### src/rtl/core/assert_macros.svh
// Assertion macros used by the receiver RTL.
`ifndef ASSERT_MACROS_SVH
`define ASSERT_MACROS_SVH

// Same-cycle implication, checked out of reset.
`define ASSERT_IMPLY(label, clk, rst_n, ante, cons, msg) \
	label: assert property (@(posedge clk) disable iff (!rst_n) (ante) |-> (cons)) \
		else $error(msg);

// Next-cycle implication, checked out of reset.
`define ASSERT_NEXT(label, clk, rst_n, ante, cons, msg) \
	label: assert property (@(posedge clk) disable iff (!rst_n) (ante) |=> (cons)) \
		else $error(msg);

`endif

### src/rtl/core/urxf_pkg.sv
// Types and constants for the 8N1 receiver with receive FIFO.
package urxf_pkg;

	localparam logic [15:0] BIT_PERIOD_RESET = 16'd208;
	localparam logic [15:0] MIN_BIT_PERIOD   = 16'd4;
	localparam logic [3:0]  DATA_BITS        = 4'd8;

	// Status flags of one result item; the byte travels beside it.
	typedef struct packed {
		logic read_valid;
		logic data_available;
		logic overflow_seen;
	} result_flags_t;

endpackage

### src/rtl/core/uart_receiver_with_fifo_unit.sv
// Top level: 8N1 serial receiver fed by timer ticks, with a ring receive FIFO.
//
//  channel  | handshake               | payload
//  ---------+-------------------------+---------------------------------------------
//  input    | in_valid / in_stall     | rx_level, pop_request, clear_overflow
//  output   | out_valid / out_stall   | read_data, read_valid, data_available,
//           |                         | overflow_seen
//  config   | cfg_we                  | cfg_data (bit_period_ticks)
//
// One item is taken every clock unless in_stall is high; each result is registered.
// Line sampling, FIFO pointers and the FIFO memory port all update on the accepted item.
// A two-entry output buffer (output register plus skid register) absorbs a stall;
// in_stall rises only when both entries are full.
// Reset clears control state at once; the FIFO memory is not cleared and needs no pass.
`include "assert_macros.svh"

module uart_receiver_with_fifo_unit
	import urxf_pkg::*;
#(
	parameter int FIFO_DEPTH = 64
) (
	input  logic        clk,
	input  logic        arst_n,
	input  logic        cfg_we,
	input  logic [15:0] cfg_data,
	input  logic        in_valid,
	output logic        in_stall,
	input  logic        rx_level,
	input  logic        pop_request,
	input  logic        clear_overflow,
	output logic        out_valid,
	input  logic        out_stall,
	output logic [7:0]  read_data,
	output logic        read_valid,
	output logic        data_available,
	output logic        overflow_seen
);

	localparam int PTR_W = (FIFO_DEPTH > 1) ? $clog2(FIFO_DEPTH) : 1;
	localparam logic [PTR_W-1:0] PTR_LAST = PTR_W'(FIFO_DEPTH - 1);

	// Configuration and receiver state.
	logic [15:0]      bit_period_q;
	logic             last_level_q;
	logic             receiving_q;
	logic [3:0]       bit_cnt_q;
	logic [16:0]      countdown_q;
	logic [7:0]       shift_q;
	logic [PTR_W-1:0] wr_ptr_q;
	logic [PTR_W-1:0] rd_ptr_q;
	logic             overflow_q;

	// Next-state values.
	logic             receiving_d;
	logic [3:0]       bit_cnt_d;
	logic [16:0]      countdown_d;
	logic [7:0]       shift_d;
	logic [PTR_W-1:0] wr_ptr_d;
	logic [PTR_W-1:0] rd_ptr_d;
	logic             overflow_d;

	logic [15:0]      period_use;
	logic [16:0]      countdown_dec;
	logic             accept;
	logic             avail;
	logic             pop_ok;
	logic             start_frame;
	logic             push;
	logic             full;
	logic             push_ok;
	result_flags_t    res_new;

	// FIFO memory and output buffer: output register plus skid register.
	logic [7:0]       fifo_mem [FIFO_DEPTH];
	logic             out_valid_q;
	logic             skid_valid_q;
	logic [7:0]       out_data_q;
	logic [7:0]       skid_data_q;
	result_flags_t    out_res_q;
	result_flags_t    skid_res_q;
	logic             out_fire;
	logic             load_out;
	logic             load_skid;
	logic             skid_to_out;

	function automatic logic [PTR_W-1:0] ptr_next(input logic [PTR_W-1:0] p);
		ptr_next = (p == PTR_LAST) ? '0 : p + 1'b1;
	endfunction

	assign accept   = in_valid & ~in_stall;
	assign in_stall = skid_valid_q;

	// Clamp the bit period and step the countdown.
	assign period_use    = (bit_period_q < MIN_BIT_PERIOD) ? MIN_BIT_PERIOD : bit_period_q;
	assign countdown_dec = (countdown_q != 17'd0) ? countdown_q - 17'd1 : 17'd0;

	// Serve the pop from the FIFO as it stood at the start of the tick.
	assign avail    = (wr_ptr_q != rd_ptr_q);
	assign pop_ok   = pop_request & avail;
	assign rd_ptr_d = pop_ok ? ptr_next(rd_ptr_q) : rd_ptr_q;

	// Run the frame receiver.
	assign start_frame = ~receiving_q & last_level_q & ~rx_level;

	always_comb begin
		receiving_d = receiving_q;
		bit_cnt_d   = bit_cnt_q;
		countdown_d = countdown_q;
		shift_d     = shift_q;
		push        = 1'b0;
		if (start_frame) begin
			receiving_d = 1'b1;
			bit_cnt_d   = 4'd0;
			shift_d     = 8'd0;
			countdown_d = {1'b0, period_use} + {2'b00, period_use[15:1]};
		end else if (receiving_q) begin
			countdown_d = countdown_dec;
			if (countdown_dec == 17'd0) begin
				if (bit_cnt_q < DATA_BITS) begin
					shift_d[bit_cnt_q[2:0]] = shift_q[bit_cnt_q[2:0]] | rx_level;
					bit_cnt_d   = bit_cnt_q + 4'd1;
					countdown_d = {1'b0, period_use};
				end else begin
					push        = rx_level;
					receiving_d = 1'b0;
					bit_cnt_d   = 4'd0;
				end
			end
		end
	end

	// Push against the FIFO after the pop; clear first, new overflow wins.
	assign full       = (ptr_next(wr_ptr_q) == rd_ptr_d);
	assign push_ok    = push & ~full;
	assign wr_ptr_d   = push_ok ? ptr_next(wr_ptr_q) : wr_ptr_q;
	assign overflow_d = (overflow_q & ~clear_overflow) | (push & full);

	assign res_new = '{read_valid: pop_ok, data_available: avail, overflow_seen: overflow_q};

	// Hold the configuration register.
	always_ff @(posedge clk or negedge arst_n) begin
		if (!arst_n) begin
			bit_period_q <= BIT_PERIOD_RESET;
		end else if (cfg_we) begin
			bit_period_q <= cfg_data;
		end
	end

	// Advance receiver and FIFO state on each accepted item.
	always_ff @(posedge clk or negedge arst_n) begin
		if (!arst_n) begin
			last_level_q <= 1'b1;
			receiving_q  <= 1'b0;
			bit_cnt_q    <= 4'd0;
			countdown_q  <= 17'd0;
			shift_q      <= 8'd0;
			wr_ptr_q     <= '0;
			rd_ptr_q     <= '0;
			overflow_q   <= 1'b0;
		end else if (accept) begin
			last_level_q <= rx_level;
			receiving_q  <= receiving_d;
			bit_cnt_q    <= bit_cnt_d;
			countdown_q  <= countdown_d;
			shift_q      <= shift_d;
			wr_ptr_q     <= wr_ptr_d;
			rd_ptr_q     <= rd_ptr_d;
			overflow_q   <= overflow_d;
		end
	end

	// Steer new results into the output or the skid register.
	assign out_fire    = out_valid_q & ~out_stall;
	assign skid_to_out = skid_valid_q & out_fire;
	assign load_out    = accept & (~out_valid_q | out_fire);
	assign load_skid   = accept & out_valid_q & ~out_fire;

	always_ff @(posedge clk or negedge arst_n) begin
		if (!arst_n) begin
			out_valid_q  <= 1'b0;
			skid_valid_q <= 1'b0;
		end else begin
			if (skid_to_out || load_out) begin
				out_valid_q <= 1'b1;
			end else if (out_fire) begin
				out_valid_q <= 1'b0;
			end
			if (skid_to_out) begin
				skid_valid_q <= 1'b0;
			end else if (load_skid) begin
				skid_valid_q <= 1'b1;
			end
		end
	end

	// Write pushed bytes and read popped bytes straight into the result registers.
	always_ff @(posedge clk) begin
		if (accept && push_ok) begin
			fifo_mem[wr_ptr_q] <= shift_q;
		end
		if (skid_to_out) begin
			out_data_q <= skid_data_q;
			out_res_q  <= skid_res_q;
		end else if (load_out) begin
			out_data_q <= pop_ok ? fifo_mem[rd_ptr_q] : 8'd0;
			out_res_q  <= res_new;
		end
		if (load_skid) begin
			skid_data_q <= pop_ok ? fifo_mem[rd_ptr_q] : 8'd0;
			skid_res_q  <= res_new;
		end
	end

	assign out_valid      = out_valid_q;
	assign read_data      = out_data_q;
	assign read_valid     = out_res_q.read_valid;
	assign data_available = out_res_q.data_available;
	assign overflow_seen  = out_res_q.overflow_seen;

	// Checks on buffer order, frame timing and the read pointer.
	`ASSERT_IMPLY(a_skid_behind_out, clk, arst_n, skid_valid_q, out_valid_q, "skid filled ahead of output register")
	`ASSERT_IMPLY(a_idle_count_zero, clk, arst_n, !receiving_q, bit_cnt_q == 4'd0, "bit count left over after frame")
	`ASSERT_IMPLY(a_busy_countdown, clk, arst_n, receiving_q, countdown_q != 17'd0, "countdown hit zero inside a frame")
	`ASSERT_IMPLY(a_count_range, clk, arst_n, 1'b1, bit_cnt_q <= DATA_BITS, "bit count past stop bit")
	`ASSERT_NEXT(a_pop_moves_ptr, clk, arst_n, accept && pop_ok, rd_ptr_q != $past(rd_ptr_q), "pop did not advance read pointer")

endmodule

### config.mk
export PLATFORM = sky130hd
export DESIGN_NAME = uart_receiver_with_fifo_unit
export DESIGN_NICKNAME = d
export VERILOG_FILES = /design/src/rtl/core/urxf_pkg.sv /design/src/rtl/core/uart_receiver_with_fifo_unit.sv
export VERILOG_INCLUDE_DIRS = /design/src /design/src/rtl/core
export SDC_FILE = /design/constraint.sdc
export NUM_CORES = 1
export LEC_CHECK = 0
export BUFFER_PORTS_ARGS = -buffer_cell sky130_fd_sc_hd__buf_2
export CAP_MARGIN = 10
export CORE_MARGIN = 2
export CORE_UTILIZATION = 30
export CTS_BUF_LIST = sky130_fd_sc_hd__clkbuf_8 sky130_fd_sc_hd__clkbuf_16
export DETAILED_ROUTE_END_ITERATION = 6
export GPL_TIMING_DRIVEN = 0
export PLACE_DENSITY = 0.55
export SLEW_MARGIN = 20
export SYNTH_ARGS = -nofsm -noshare
export SYNTH_HDL_FRONTEND = slang
export SYNTH_SLANG_ARGS = --single-unit
### constraint.sdc
create_clock -name clk -period 6.6 [get_ports clk]
set_clock_uncertainty 0.15 [all_clocks]
set_input_delay 0.33 -clock clk [delete_from_list [all_inputs] [get_ports clk]]
set_output_delay 0.33 -clock clk [all_outputs]
set_load 0.05 [all_outputs]
==> results of run 1 <==
-- what timing repair did --
| item | in CTS | in global routing |
|---|---|---|
| setup endpoints to repair | 0 | 0 |
| buffers inserted | 0 | 0 |
| hold endpoints to repair | 82 | 0 |
| hold buffers | 22 | 0 |
-- logic make-up after synthesis --
group | count (synthesis)
simple gates | 285
mux | 198
xor+xnor | 43
compound gates | 160
fa+ha+maj | 23
flops | 596
buf+inv | 102
-- cell usage after synthesis, types with 4 or more instances --
library cell  number
mux2_2            25
o21ai_0           43
nand3_1           23
nor3_1            26
a31o_2             4
o211ai_1          11
nand2b_1           6
buf_2             31
nand2_1           56
nor2_1           100
dfstp_2            4
nand4_1           15
and3_1             4
inv_1             11
dfrtp_1           58
a211oi_1          20
buf_1             10
edfxtp_1         534
a31oi_1            6
ha_1              22
nand3b_1           7
o41ai_1            4
nor2b_1           12
o31ai_1            6
a21oi_1           29
mux4_2           160
clkbuf_1          48
xor2_1            11
nor4_1            11
mux2i_1           10
xnor2_1           32
a22oi_1            6
-- final timing paths --
check / slack, ns / from / cells after the start / to
setup / recovery: 1.82 / bit_period_q[14]$_DFFE_PN0P_ / 15 / countdown_q[16]$_DFFE_PN0P_
hold / removal: 0.12 / arst_n / 2 / bit_period_q[7]$_DFFE_PN1P_
setup reg to reg: 1.82 / bit_period_q[14]$_DFFE_PN0P_ / 15 / countdown_q[16]$_DFFE_PN0P_
hold reg to reg: 0.32 / last_level_q$_DFFE_PN1P_ / 2 / last_level_q$_DFFE_PN1P_
max in group asynchronous: 5.17 / arst_n / 3 / bit_period_q[9]$_DFFE_PN0P_
min in group clk: 0.13 / cfg_we / 2 / bit_period_q[2]$_DFFE_PN0P_
-- metrics by stage --
step / hold slack, ns / utilization / cell area, um2 / setup slack [ns]
floorplan: -0.116 / - / 25200 / 2.68
global placement: 0.315 / 0.320 / 26700 / 1.35
detailed placement: 0.0636 / 0.324 / 27000 / 1.74
CTS: 0.0797 / 0.349 / 29100 / 1.71
global route: 0.110 / 0.349 / 29100 / 1.45
finish: 0.117 / 0.349 / 29100 / 1.82
-- area by class of cell --
| class | instances | area (um2) | area share |
|---|---|---|---|
| clock buffer | 63 | 1530 | 0.0526 |
| inverter | 11 | 41.3 | 0.00142 |
| tap | 1080 | 1350 | 0.0464 |
| multi-input combinational | 709 | 7250 | 0.249 |
| buffer | 91 | 395 | 0.0136 |
| sequential | 596 | 17600 | 0.605 |
| clock inverter | 44 | 370 | 0.0127 |
| timing repair buffer | 70 | 554 | 0.0190 |
-- per-layer routing --
layer	wire (um)	part of all wire	up-vias
met5	11	0.00018	-
met4	1660	0.027	2
met3	3170	0.052	112
met2	28700	0.47	405
met1	27500	0.45	7113
li1	-	-	5953
-- registers in the layout, indices dropped and copies added (netlist names), 3 cells and up --
register	cells
bit_cnt_q	4
bit_period_q	16
countdown_q	17
fifo_mem	512
rd_ptr_q	6
read_data	8
shift_q	8
skid_data_q	8
skid_res_q	3
wr_ptr_q	6
-- report_power, final --
| part | switching (W) | internal (W) |
|---|---|---|
| clock network | 0.00142 | 0.00186 |
| logic | 0.00122 | 0.000754 |
| registers | 0.0000993 | 0.00419 |
| total | 0.00274 | 0.00680 |
-- worst max-delay path, delay by kind of cell (launching register included) --
kind,cells,cell delay (ns)
buffers and inverters,1,0.13
adder cells (fa/ha/maj),3,0.85
flip-flops,1,0.42
AO/OA/AOI/OAI,6,1.52
AND/OR/NAND/NOR,5,1.57
==> impl_metrics.json, run 1 <==
{
  "status": "finished, final reports clean",
  "synth_cell_types": 68,
  "core_area_um2": 83400,
  "setup-tns-final_ns": 0,
  "row_count": 106,
  "synthTopCellsByArea": "edfxtp_1, mux4_2, dfrtp_1",
  "critPathMaxStageDelay_ns": 0.53,
  "cellPowerDensity_nw_per_um2": 328,
  "die_h_um": 294,
  "grt_first_pass_wirelength_mm": 90.7,
  "p_leak_nw": 8.56,
  "syn_nets": 1454,
  "grt_pass1_vias": 13800,
  "cp_common_cell": "ha_1",
  "cts.sinks": 596,
  "worstMarginPinSlew_ns": 1.06,
  "root_buffer": "clkbuf_16",
  "power.total_w": 0.00954,
  "clockBufferDepth": 3,
  "drc": 0,
  "cts.clk_slew.worst_paths_ns": 0.06,
  "final_cell_mix": "edfxtp_1, mux4_2, nor2_1",
  "synth_top_area_share": 0.637,
  "dp_hpwl_mm": 39.8,
  "dr.pass1.iters": 5,
  "cp-end-kind": "flip-flop",
  "grt-busiest-layer": "met2",
  "syn_area_per_cell_um2": 17.9,
  "dieArea_um2": 86300,
  "place.gp.congestion": 0.868,
  "layout_commonest_cell": "edfxtp_1",
  "ys_seq_area_frac": 0.699,
  "clk_latency_ns": 0.66,
  "wl_per_cell_um": 22.9,
  "grt_overflow_total": 0,
  "vdd_ir_drop_max_v": 0.000238,
  "num_vias": 13600,
  "cp_cell_sequence": "inv_1 > ha_1 > nor4b_1 > nand4_1 > and2_1 > ha_1 > fa_1 > a21o_1 > a21oi_1 > nand2b_1 > a21boi_0 > a2111oi_0 > nor3_1 > a211oi_1 > o21ai_0",
  "synth_seq_cells": 596,
  "cts_tree": "yes",
  "period_share": 0.724,
  "start_util": 0.302,
  "max_freq_ghz": 0.209,
  "yosysTopAreaCell": "edfxtp_1",
  "final_antenna_net_count": 0,
  "synthAdderAreaFrac": 0.0117,
  "gr-usage-met3": 0.0199,
  "worstSetupPathType": "reg2reg",
  "syn_to_final_growth_pct": 15.6,
  "drive_gt1_frac": 0.249,
  "synthCells": 1407,
  "cts_resized": 0,
  "finalSetupViolations": 0,
  "groute.usage.overall": 0.142,
  "synth-xor-area-share": 0.0150,
  "drt_iter0_markers": 1347,
  "slew_headroom": 0.293,
  "crit_slowest_cell": "a2111oi_0",
  "portBuffers": 35,
  "grt_start_max_net_pins": 67,
  "grt_use_met2": 0.227,
  "io_pins": 37,
  "cp.arrival_ns": 5.11,
  "synthMuxAreaShare": 0.160,
  "synth_top_family_by_area": "multiplexers",
  "max_cap_viol_count": 0,
  "required_ns": 6.93,
  "gr-usage-met1": 0.200,
  "antenna_found_initial": 1,
  "cts_buffers": 59,
  "synth_warnings": 0,
  "slew_violations": 0,
  "worstPathMaxFanout": 8,
  "hold_viol_final": 0,
  "ys.flop_type": "edfxtp_1",
  "htreeDepth": 2,
  "async_flop_share": 0.104,
  "viasPerCell": 5.10,
  "n_antenna_cell": 0,
  "nets": 1585,
  "rsz0062_at_grt": "false",
  "fill_cells": 7791,
  "drt-total-wl_mm": 61.0,
  "dieWidth_um": 294,
  "synth_edf_count": 534,
  "synth_area_um2": 25200,
  "final_cells": 2664,
  "min_period_ns": 4.78,
  "hp-class": "in2async",
  "cp-start-kind": "flip-flop",
  "synth_compound_gate_area_share": 0.0420,
  "dp.cells": 2535,
  "synth-simple-area-share": 0.0553
}
Power figures use the tool's default switching activity.
==> run 2: changes to the inputs <==
--- a/config.mk
+++ b/config.mk
@@ -6,6 +6,7 @@
 export SDC_FILE = /design/constraint.sdc
 export NUM_CORES = 1
 export LEC_CHECK = 0
+export ABC_AREA = 1
 export BUFFER_PORTS_ARGS = -buffer_cell sky130_fd_sc_hd__buf_2
 export CAP_MARGIN = 10
 export CORE_MARGIN = 2
@@ -13,7 +14,7 @@
 export CTS_BUF_LIST = sky130_fd_sc_hd__clkbuf_8 sky130_fd_sc_hd__clkbuf_16
 export DETAILED_ROUTE_END_ITERATION = 6
 export GPL_TIMING_DRIVEN = 0
-export PLACE_DENSITY = 0.55
+export PLACE_DENSITY = 0.56
 export SLEW_MARGIN = 20
 export SYNTH_ARGS = -nofsm -noshare
 export SYNTH_HDL_FRONTEND = slang
==> constraint.sdc (replaced) <==
create_clock -name clk -period 3.96 [get_ports clk]
set_clock_uncertainty 0.15 [all_clocks]
set_input_delay 0.198 -clock clk [delete_from_list [all_inputs] [get_ports clk]]
set_output_delay 0.198 -clock clk [all_outputs]
set_load 0.05 [all_outputs]
==> impl_metrics.json, run 2 <==
{
  "synth_top_area_share": 0.610,
  "ys_seq_area_frac": 0.669,
  "worstPathMaxFanout": 10,
  "async_flop_share": 0.104,
  "dieArea_um2": 90000,
  "cts_tree": "yes",
  "synth_area_um2": 26300,
  "required_ns": 4.20,
  "cts_buffers": 60,
  "grt_pass1_vias": 18900,
  "max_freq_ghz": 0.252,
  "htreeDepth": 2,
  "cp-end-kind": "flip-flop",
  "core_area_um2": 86800,
  "dp_hpwl_mm": 58.4,
  "r2r_slack_ns": -0.005,
  "p_leak_nw": 12.5,
  "cp_cell_sequence": "buf_2 > clkbuf_1 > clkbuf_2 > clkdlybuf4s15_1 > nor2_1 > o22ai_1 > o211ai_1 > nand4_1 > a21oi_1 > o21ai_0",
  "grt_overflow_total": 0,
  "fill_cells": 8493,
  "worstSetupPathType": "reg2reg",
  "crit_start": "rd_ptr_q[0]$_DFFE_PN0P_",
  "largest_reg_flops": 512,
  "cp-start-kind": "flip-flop",
  "vdd_ir_drop_max_v": 0.000384,
  "cts.sinks": 596,
  "yosysMostFrequentCell": "edfxtp_1",
  "violations": "negative setup slack",
  "grt_start_max_net_pins": 67,
  "cp_top_family": "buffers and inverters",
  "syn_nets": 2414,
  "dp_slack_ns": -0.272,
  "grt_first_pass_wirelength_mm": 128,
  "syn_area_per_cell_um2": 11.1,
  "drt_iter0_markers": 2252,
  "synth_cell_types": 50,
  "setup-tns-final_ns": -0.00462,
  "portBuffers": 36,
  "wl_per_cell_um": 23.9,
  "clockBufferDepth": 3,
  "hp-class": "in2reg",
  "drive_gt1_frac": 0.126,
  "num_vias": 19800,
  "die_h_um": 300,
  "start_util": 0.303,
  "r2r-end": "read_data[5]$_DFFE_PP_",
  "clk_latency_ns": 0.68,
  "cellPowerDensity_nw_per_um2": 399,
  "top_register": "fifo_mem",
  "row_count": 108,
  "synth_edf_count": 534,
  "ys.flop_type": "edfxtp_1",
  "nets": 2608,
  "viasPerCell": 5.26,
  "groute.usage.overall": 0.196,
  "drt-total-wl_mm": 90.0,
  "synth_seq_cells": 596,
  "cp_num_buf_inv": 4,
  "setup_ws_ns": -0.00462,
  "rsz0062_at_grt": "false",
  "synth_warnings": 0,
  "yosysTopAreaCell": "edfxtp_1",
  "finalSetupViolations": 1,
  "status": "finished with violations",
  "min_period_ns": 3.96,
  "min_from": "clear_overflow",
  "drc": 0,
  "antenna_found_initial": 0,
  "synthTopCellsByArea": "edfxtp_1, o21ai_0, nor2_1",
  "place.gp.congestion": 0.948,
  "period_share": 1.00,
  "hold_viol_final": 0,
  "min_to": "overflow_q$_DFFE_PN0P_",
  "synth_commonest_cells": "edfxtp_1, nor2_1, nand2_1, o21ai_0, nand3_1",
  "slew_headroom": 0.241,
  "crit_slowest_cell": "clkdlybuf4s15_1",
  "dieWidth_um": 300,
  "io_pins": 37,
  "cts.clk_slew.worst_paths_ns": 0.07,
  "critPathMaxStageDelay_ns": 0.66,
  "multiInputGateArea_um2": 8220,
  "worstMarginPinSlew_ns": 1.14,
  "reg2regPathDepth": 10,
  "holdPathStages": 5,
  "final_antenna_net_count": 0,
  "root_buffer": "clkbuf_16",
  "worstReg2RegStart": "rd_ptr_q[0]$_DFFE_PN0P_",
  "final_cell_mix": "edfxtp_1, nand2_1, nor2_1",
  "syn_to_final_growth_pct": 20.3,
  "ff_latch_area_um2": 17600,
  "layout_commonest_cell": "edfxtp_1",
  "reg.largest.list": "fifo_mem (512), countdown_q (17), bit_period_q (16)",
  "slew_violations": 0,
  "synthCells": 2367,
  "max_cap_viol_count": 0,
  "dr.pass1.iters": 6,
  "cp.arrival_ns": 4.21
}
run 2: cell count changes after synthesis, sizes merged, moves of 31 or more:
cell	previous run	this run
nor2	100	417
nand2	57	358
o21ai	46	322
mux4	160	0
nand3	23	138
inv	11	100
o22ai	3	74
clkbuf	48	117
o221ai	1	54
xnor2	32	1
run 2: routing by layer:
metal	share of wire	routed length, um	up-vias	global-route usage
li1	-	-	8878	-
met1	0.39	35500	9725	0.254
met2	0.46	41300	981	0.313
met3	0.10	9080	228	0.0434
met4	0.045	4090	0	0.0904
met5	0	0	-	0
run 2: kinds of logic (layout without fill, tap and decap cells):
kind of cell | after synthesis | count (layout) | synth area share
simple gates | 974 | 974 | 0.165
buf+inv | 242 | 485 | 0.0365
fa+ha+maj | 23 | 23 | 0.0112
other cells | 0 | 1 | 0
xor+xnor | 10 | 10 | 0.00333
flops | 596 | 596 | 0.669
mux | 1 | 1 | 0.000428
compound gates | 521 | 521 | 0.114
run 2: layout make-up:
class,instances,area share
multi-input combinational,1529,0.260
antenna,1,0.0000791
buffer,142,0.0188
clock inverter,50,0.0117
timing repair buffer,132,0.0473
clock buffer,61,0.0479
sequential,596,0.557
tap,1155,0.0457
inverter,100,0.0119
run 2: worst max path at each step:
stage / cells past startpoint / slack [ns] / to
3_5_place_dp: 13 / -0.27 / fifo_mem[8][0]$_DFFE_PP_
5_1_grt: 12 / 0.005 / read_data[0]$_DFFE_PP_
4_1_cts: 13 / -0.26 / fifo_mem[30][0]$_DFFE_PP_
2_1_floorplan: 15 / 0.81 / fifo_mem[16][0]$_DFFE_PP_
3_3_place_gp: 13 / -0.23 / fifo_mem[1][4]$_DFFE_PP_
6_report: 10 / -0.005 / read_data[5]$_DFFE_PP_
run 2: power by group:
part / leakage (nW) / switching, W / internal (W)
Clock: 0.963 / 0.00256 / 0.00293
Sequential: 6.92 / 0.0000146 / 0.00677
Combinational: 4.60 / 0.000198 / 0.000151
Total: 12.5 / 0.00278 / 0.00985
run 2: worst reg2reg max path: cells and delay by family, from the launching register on:
family / cells / cell delay (ns)
DFF: 1 / 0.38
and+or+nand+nor: 2 / 0.49
AOI/OAI and AO/OA: 4 / 1.19
buffers and inverters: 4 / 1.48
run 2: repair_timing:
action	in CTS	in global routing
endpoints found under the hold margin	97	0
pin swaps	0	28
hold buffers	55	0
gates resized for setup	64	79
buffers inserted	0	32
endpoints found under the setup margin	464	498
run 2: per-stage QoR:
stage / util / total power, W / hold WS [ns] / instance area, um2 / std cells
floorplan: - / 0.00712 / -0.248 / 26300 / 2367
CTS: 0.355 / 0.0127 / 0.199 / 30800 / 3733
global route: 0.365 / 0.0129 / 0.256 / 31600 / 3765
finish: 0.365 / 0.0126 / 0.235 / 31600 / 3766
global placement: 0.322 / 0.00721 / 0.269 / 27900 / 3558
detailed placement: 0.325 / 0.00721 / -0.00833 / 28200 / 3567
